`config.mk`:
```
export PLATFORM = sky130hd
export DESIGN_NAME = cdsm_ctrl
export DESIGN_NICKNAME = d
export VERILOG_FILES = /design/src/rtl/cdsm_pkg.sv /design/src/rtl/cdsm_ctrl.sv
export VERILOG_INCLUDE_DIRS = /design/src /design/src/rtl
export SDC_FILE = /design/constraint.sdc
export NUM_CORES = 1
export LEC_CHECK = 0
export ABC_AREA = 1
export BUFFER_PORTS_ARGS = -buffer_cell sky130_fd_sc_hd__buf_4
export CORE_AREA = 2 2 39 41
export CTS_CLUSTER_DIAMETER = 60
export DETAILED_ROUTE_END_ITERATION = 7
export DIE_AREA = 0 0 41 43
export GPL_ROUTABILITY_DRIVEN = 0
export GPL_TIMING_DRIVEN = 1
export PLACE_DENSITY_LB_ADDON = 0.05
export SKIP_CTS_REPAIR_TIMING = 1
export SLEW_MARGIN = 20
export SYNTH_ARGS = -nofsm -noshare
export SYNTH_HDL_FRONTEND = slang
export SYNTH_SLANG_ARGS = --single-unit
```
`constraint.sdc`:
```
create_clock -name clk -period 1.6 [get_ports clk]
set_input_delay 0 -clock clk [delete_from_list [all_inputs] [get_ports clk]]
set_output_delay 0 -clock clk [all_outputs]
set_load 0.1 [all_outputs]
```
`src/rtl/cd_sector_mapper_top_macros.svh`:
```
// ----------------------------------------------------------------------------
// cd sector mapper assertion macros
// shared concurrent assertion forms, clocked on clk, off during reset
// ----------------------------------------------------------------------------
`ifndef CD_SECTOR_MAPPER_TOP_MACROS_SVH
`define CD_SECTOR_MAPPER_TOP_MACROS_SVH

// condition in this cycle implies a property in the same cycle
`define CDSM_ASSERT_IMPL(lbl, cond, prop, msg) \
  lbl: assert property (@(posedge clk) disable iff (!rst_n) (cond) |-> (prop)) \
    else $error(msg);

// condition in this cycle implies a property in the next cycle
`define CDSM_ASSERT_NEXT(lbl, cond, prop, msg) \
  lbl: assert property (@(posedge clk) disable iff (!rst_n) (cond) |=> (prop)) \
    else $error(msg);

`endif

```
`src/rtl/cdsm_pkg.sv`:
```
// ----------------------------------------------------------------------------
// cdsm_pkg
// types, constants and helpers shared by the cd sector mapper modules
// ----------------------------------------------------------------------------
package cdsm_pkg;

  // field widths
  localparam int SEC_W     = 19;
  localparam int BOFF_W    = 12;
  localparam int TIDX_W    = 7;
  localparam int OFF_W     = 31;
  localparam int BYTE_W    = 8;
  localparam int CFG_IDX_W = 4;
  localparam int CFG_DAT_W = 8;

  // default sizing
  localparam int MAX_TRACKS_DEF       = 128;
  localparam int RAW_SECTOR_BYTES_DEF = 2352;

  // sector layout constants
  localparam int ISO_SHIFT      = 11;    // 2048-byte iso sectors
  localparam int PREGAP_SECTORS = 150;
  localparam int HEADER_BYTES   = 16;
  localparam int SYNC_LAST      = 11;
  localparam int ISO_DATA_LAST  = 2064;  // header plus iso payload
  localparam int FRAMES_PER_SEC = 75;
  localparam int SECS_PER_MIN   = 60;

  // reciprocal constants for the msf split
  localparam int                RECIP75_W = 26;
  localparam logic [RECIP75_W-1:0] RECIP75 = 26'd57266231;  // ceil(2^32/75)
  localparam int                SHIFT75   = 32;
  localparam int                RECIP60_W = 21;
  localparam logic [RECIP60_W-1:0] RECIP60 = 21'd1118482;   // ceil(2^26/60)
  localparam int                SHIFT60   = 26;

  // configuration register indexes
  localparam logic [CFG_IDX_W-1:0] CFG_IMAGE_FORMAT = 4'd0;
  localparam logic [CFG_IDX_W-1:0] CFG_TRACK_COUNT  = 4'd1;

  typedef enum logic [1:0] {
    OP_LOAD = 2'd0,
    OP_SEEK = 2'd1,
    OP_READ = 2'd2,
    OP_NOP  = 2'd3
  } opcode_t;

  typedef enum logic [3:0] {
    S_IDLE,
    S_SIMPLE,
    S_READ,
    S_MSF_A,
    S_MSF_B,
    S_MSF_C,
    S_WALK_RD,
    S_WALK_EV,
    S_BIN_OFF,
    S_ISO_OFF,
    S_DONE
  } state_t;

  // controller to datapath commands
  typedef struct packed {
    logic latch;
    logic simple;
    logic read;
    logic msf_a;
    logic msf_b;
    logic msf_c;
    logic walk_rd;
    logic walk_ev;
    logic bin_off;
    logic iso_off;
  } cmd_t;

  // datapath to controller status
  typedef struct packed {
    logic iso;
    logic n_zero;
    logic walk_hit;
    logic walk_last;
  } stat_t;

  // two-digit bcd of a value below 128, low 8 bits kept
  function automatic logic [7:0] to_bcd(input logic [6:0] v);
    logic [14:0] p;
    logic [3:0]  tens;
    logic [6:0]  ones;
    p    = 15'(v) * 15'd205;
    tens = p[14:11];
    ones = v - 7'(tens) * 7'd10;
    return {tens, ones[3:0]};
  endfunction

endpackage

```
`src/rtl/cdsm_ctrl.sv`:
```
// ----------------------------------------------------------------------------
// cdsm_ctrl
// sequencer for load, seek, read: issues datapath commands, drives busy/strobe
// ----------------------------------------------------------------------------
`include "cd_sector_mapper_top_macros.svh"

module cdsm_ctrl (
  input  logic               clk,
  input  logic               rst_n,
  input  logic               start,
  input  logic [1:0]         opcode,
  input  cdsm_pkg::stat_t    stat,
  output logic               busy,
  output logic               out_valid,
  output cdsm_pkg::cmd_t     cmd
);
  import cdsm_pkg::*;

  state_t state_r, state_nxt;
  logic   accept;

  assign busy      = !(state_r == S_IDLE || state_r == S_DONE);
  assign out_valid = (state_r == S_DONE);
  assign accept    = start && !busy;

  // state register
  always_ff @(posedge clk) begin
    if (!rst_n) begin
      state_r <= S_IDLE;
    end else begin
      state_r <= state_nxt;
    end
  end

  // next state and commands
  always_comb begin
    state_nxt = state_r;
    cmd       = '0;
    cmd.latch = accept;
    unique case (state_r)
      S_IDLE, S_DONE: begin
        if (accept) begin
          case (opcode_t'(opcode))
            OP_SEEK: state_nxt = S_MSF_A;
            OP_READ: state_nxt = S_READ;
            default: state_nxt = S_SIMPLE;
          endcase
        end else begin
          state_nxt = S_IDLE;
        end
      end
      S_SIMPLE: begin
        cmd.simple = 1'b1;
        state_nxt  = S_DONE;
      end
      S_READ: begin
        cmd.read  = 1'b1;
        state_nxt = S_DONE;
      end
      S_MSF_A: begin
        cmd.msf_a = 1'b1;
        state_nxt = S_MSF_B;
      end
      S_MSF_B: begin
        cmd.msf_b = 1'b1;
        state_nxt = S_MSF_C;
      end
      S_MSF_C: begin
        cmd.msf_c = 1'b1;
        if (stat.iso) begin
          state_nxt = S_ISO_OFF;
        end else if (stat.n_zero) begin
          state_nxt = S_BIN_OFF;
        end else begin
          state_nxt = S_WALK_RD;
        end
      end
      S_WALK_RD: begin
        cmd.walk_rd = 1'b1;
        state_nxt   = S_WALK_EV;
      end
      S_WALK_EV: begin
        cmd.walk_ev = 1'b1;
        if (stat.walk_hit || stat.walk_last) begin
          state_nxt = S_BIN_OFF;
        end else begin
          state_nxt = S_WALK_RD;
        end
      end
      S_BIN_OFF: begin
        cmd.bin_off = 1'b1;
        state_nxt   = S_DONE;
      end
      S_ISO_OFF: begin
        cmd.iso_off = 1'b1;
        state_nxt   = S_DONE;
      end
      default: state_nxt = S_IDLE;
    endcase
  end

  // checks
  `CDSM_ASSERT_NEXT(a_strobe_single, state_r == S_DONE, state_r != S_DONE, "result strobe repeated")
  `CDSM_ASSERT_NEXT(a_accept_busy, accept, busy, "not busy after accepting an item")
  `CDSM_ASSERT_NEXT(a_walk_pair, cmd.walk_rd, state_r == S_WALK_EV, "table read not evaluated")

endmodule

```
Yosys cells after proc, flatten, opt, wreduce, memory -nomap -nowiden
Cells that the tools add are included.

Register bits: 4. Output and inout bits: 12. Word-level logic and storage cells: 35.

Equality and inequality tests: 12. Multiplexer cells: 15. Reductions and logical operators: 7.

Operator list (number): 4-bit case mux with 7 select lines (1); 4-bit by 3-bit equality test with 1-bit output, second input constant (4); 4-bit 2-to-1 mux (4); 4-bit equality test, second input constant (3); 1-bit 2-to-1 mux (9); 4-bit by 2-bit equality test with 1-bit output, second input constant (2); 4-bit by 1-bit equality test with 1-bit output, second input constant (1); 4-bit zero test (1); 2-bit case mux with 2 select lines (1); 4-bit OR reduction (1); 2-bit by 1-bit equality test with 1-bit output, second input constant (1); 2-bit equality test, second input constant (1); 1-bit logical OR (2); 2-bit OR reduction (1); 1-bit logical AND (1); 1-bit zero test (1).

Longest topological paths before layout
Depth after elaboration: 5. Mapped depth: 8.

Least setup slack after synthesis
OpenSTA, ideal clock, no wires.

Path kind: register -> output. From: register state_r[3]. To: output port cmd[1] (netlist bit). Arrival: 2612 ps. Required time: 1600 ps. Path slack: -1012 ps. Stages on the path, launching flop included: 5. Cell sequence: dfxtp_1 inv_2 nor2_2 inv_1 nor3_1.

RTL lines: from (decl) (line cdsm_ctrl.sv:19) `state_t state_r, state_nxt;`; from (signal assigned) (line cdsm_ctrl.sv:31) `state_r <= state_nxt;`; to (decl) (line cdsm_ctrl.sv:15) `output cdsm_pkg::cmd_t cmd`.

==> reports/summary.log <==
INFO  die            design.die.area=1760µm²
INFO  drt            drt-wirelength-per-cell=8.47µm
INFO  final_layout   final-instance-count-excl-fill=105
INFO  synthesis      synth-edff-count=0
INFO  global_routing grt_util_met2=19.1%
INFO  critical_path  crit_path_max_incr_delay=420ps
INFO  die            core_area=1380µm²
INFO  critical_path  worst_r2r_startpoint=state_r[0]
INFO  final_layout   largest_reg_flops=4
INFO  die            die-height=43µm
INFO  global_routing met1_usage=14.7%
INFO  critical_path  critPathLaunch=state_r[1]
INFO  synthesis      post_synth_and_or_nand_nor_area_fraction=45.4%
INFO  power          vdd_ir_drop_max=0.954mV
INFO  clock_tree     cts_sinks=4
INFO  clock_tree     cts_inserted_buffers=3
INFO  global_routing number_of_antenna_violations_at_the_first_check_in_global_routing=0
INFO  timing         clock.fmax=690MHz
INFO  clock_tree     cts_tree=done
INFO  critical_path  worstPathMaxFanout=5
INFO  timing         layout_setup_ws=150ps
INFO  synthesis      yosysMostFrequentCell=inv_1
INFO  timing         grt_setup_unrepaired=no
INFO  timing         report.final.slew_viol_count=0
INFO  clock_tree     clk_latency=240ps
INFO  critical_path  launching_element_type_of_the_critical_path=flop
INFO  synthesis      synth-xor-area-share=0%
INFO  critical_path  critical_path_arrival=1450ps
INFO  timing         skew=1.98ps
INFO  timing         setup_viol=0
INFO  placement      post_dp_cell_area=554µm²
INFO  power          total_power=1.28mW
INFO  critical_path  critPathKind=reg -> out
INFO  timing         layout_min_cycle_time=1450ps
INFO  synthesis      synth.cells.most_frequent=13 x inv_1, 12 x nand2_1, 10 x nor2_1
INFO  critical_path  crit_path_frequent_cell=nand2_2
INFO  critical_path  worst_path_dominant_cell_family=flip-flops
INFO  drt            drc=0
INFO  critical_path  critical_path_cell_sequence=inv_2 > nor2_2 > nand2_2 > nand2_2 > inv_1 > nor2_1 > buf_4
INFO  critical_path  reg2reg_setup_slack=440ps
INFO  synthesis      ys_types=18
INFO  synthesis      syn-num-nets=76
INFO  placement      worst_slack_after_detailed_placement=381ps
INFO  critical_path  crit_path_top_delay_cell=dfxtp_1
INFO  clock_tree     cts-root-buf=clkbuf_4
INFO  die            initial_core_util=26.5%
INFO  synthesis      fraction_of_the_yosys_area_taken_by_sequential_cells=21.8%
INFO  timing         worst_pin_slew=278ps
INFO  timing         hold_viol_final=0
INFO  drt            dr_total_vias=439
INFO  global_routing grt.total_usage=12.8%
INFO  power          p_leak=0.344nW
INFO  timing         slew-limit-headroom=81.6%
INFO  hold_path      hold_start=start
INFO  final_layout   num-nets-final=101
INFO  global_routing grt_max_degree=6
INFO  outcome        run_status=completed
INFO  final_layout   layout-drive-gt1-share=44.9%
INFO  global_routing first_global_vias=380
INFO  drt            dr.pass1.iters=2
INFO  hold_path      holdCritPathClass=in -> reg
INFO  drt            drtAntennaViolNets=0
INFO  synthesis      synthArstFlopShare=0%
INFO  synthesis      post_synth_inst_count=66
INFO  final_layout   postLayoutCellArea=587µm²
INFO  synthesis      synth_top_cell_area_share=21.8%
INFO  synthesis      synth-compound-area-share=7.85%
INFO  placement      hpwlAfterDp=797µm
INFO  placement      numPortBuffers=20
INFO  drt            detail_route.vias_per_cell=4.18
INFO  synthesis      yosys-mux-area-fraction=0%
INFO  synthesis      dominantRegCellSynth=dfxtp_1
INFO  final_layout   area_growth_syn_to_layout=60.1%
INFO  drt            drt_iter0_drc=6
INFO  timing         post-route-period-util=90.6%
INFO  global_routing gr-max-usage-layer=met2
INFO  synthesis      yosys-top-cells-area=dfxtp_1 22%, inv_1 13%, nand2_1 12%
INFO  global_routing grt_pass1_wl=1470µm
INFO  clock_tree     h-tree-depth=1
INFO  synthesis      largest_family_of_logic_cells_by_synthesized_area=simple AND/OR/NAND/NOR gates
INFO  global_routing globalRouteMet3Util=1.57%
INFO  critical_path  endpoint_class_of_the_critical_path=output pin
INFO  die            core.rowCount=14
INFO  flow_run       count_of_maximum_capacitance_violations=0
INFO  synthesis      syn_area_per_cell=5.55µm²
INFO  placement      placed_cells_incl_taps=101
INFO  drt            routed_wl=889µm
INFO  synthesis      yosys_warnings=0
INFO  die            io_pins=21
INFO  final_layout   insertedDiodeCount=0
INFO  global_routing global_route_congestion_overflow_total=0
INFO  synthesis      synth_adder_area_share=3.41%
INFO  clock_tree     cts_buffer_depth=2
INFO  power          power.density_cell_area=2190nW/µm²
INFO  final_layout   top_register_by_number_of_flip_flops=state_r
INFO  die            die_w=41µm
INFO  clock_tree     clk_transition_reported_paths=40ps
INFO  final_layout   post-route-util=42.4%
INFO  synthesis      ys_ff_latch=4
INFO  critical_path  crit_buf_inv=3
INFO  critical_path  cp_data_required_time=1600ps
INFO  synthesis      syn-cell-area=367µm²
INFO  synthesis      synthDominantAreaCellType=dfxtp_1
INFO  final_layout   reg.largest.list=state_r: 4 flops
==> power by group <==
| group | leakage (nW) | internal (mW) | switching, mW | total (mW) |
|---|---|---|---|---|
| Sequential | 0.0328 | 0.132 | 0.0425 | 0.175 |
| Clock | 0.0138 | 0.0839 | 0.0408 | 0.125 |
| Combinational | 0.297 | 0.207 | 0.778 | 0.985 |
==> worst register-to-register path, delay by kind of cell, from the launching register on <==
family | cells | cell delay [ps]
buffers and inverters | 2 | 100
AND/OR/NAND/NOR | 6 | 610
flip-flops | 1 | 350
==> final cells by class <==
type | instances | area, µm²
fill | 161 | 797
multi-input combinational | 42 | 233
timing repair buffer | 21 | 160
sequential | 4 | 80.1
inverter | 19 | 71.3
clock buffer | 3 | 22.5
tap | 16 | 20.0
==> kinds of logic (layout without fill, tap and decap cells) <==
family                   after synthesis  after routing
AO/OA/AOI/OAI                          5              5
adder cells (fa/ha/maj)                1              1
buffers and inverters                 20             43
flip-flops                             4              4
AND/OR/NAND/NOR                       36             36
==> final timing paths <==
check	end	depth (start not counted)
setup / recovery	cmd[9]	7
hold / removal	state_r[0]	3
setup reg to reg	state_r[1]	8
hold reg to reg	state_r[0]	4
==> per-stage QoR <==
| stage | setup TNS, ps | hold WS [ps] |
|---|---|---|
| global route | 0 | 94.0 |
| detailed placement | 0 | 195 |
| CTS | 0 | -51.4 |
| finish | 0 | 58.2 |
| global placement | 0 | 194 |
| floorplan | -163 | 97.6 |
==> per-layer routing <==
| layer | vias to the layer above | share of wire (%) |
|---|---|---|
| li1 | 241 | - |
| met3 | 4 | 5.4 |
| met5 | - | 0 |
| met2 | 11 | 47 |
| met1 | 183 | 44 |
| met4 | 0 | 3.4 |
==> layout by cell type (no fill, tap or decap), types with 2 or more instances in the layout <==
cell      netlist  layout
a21oi_1         2       2
buf_4           1      20
clkbuf_4        0       3
dfxtp_1         4       4
inv_1          13      13
inv_2           5       5
nand2_1        12      12
nand2_2         2       2
nand3_1         3       3
nor2_1         10       8
nor2_2          6       5
nor2_4          0       3
Power figures use the tool's default switching activity.
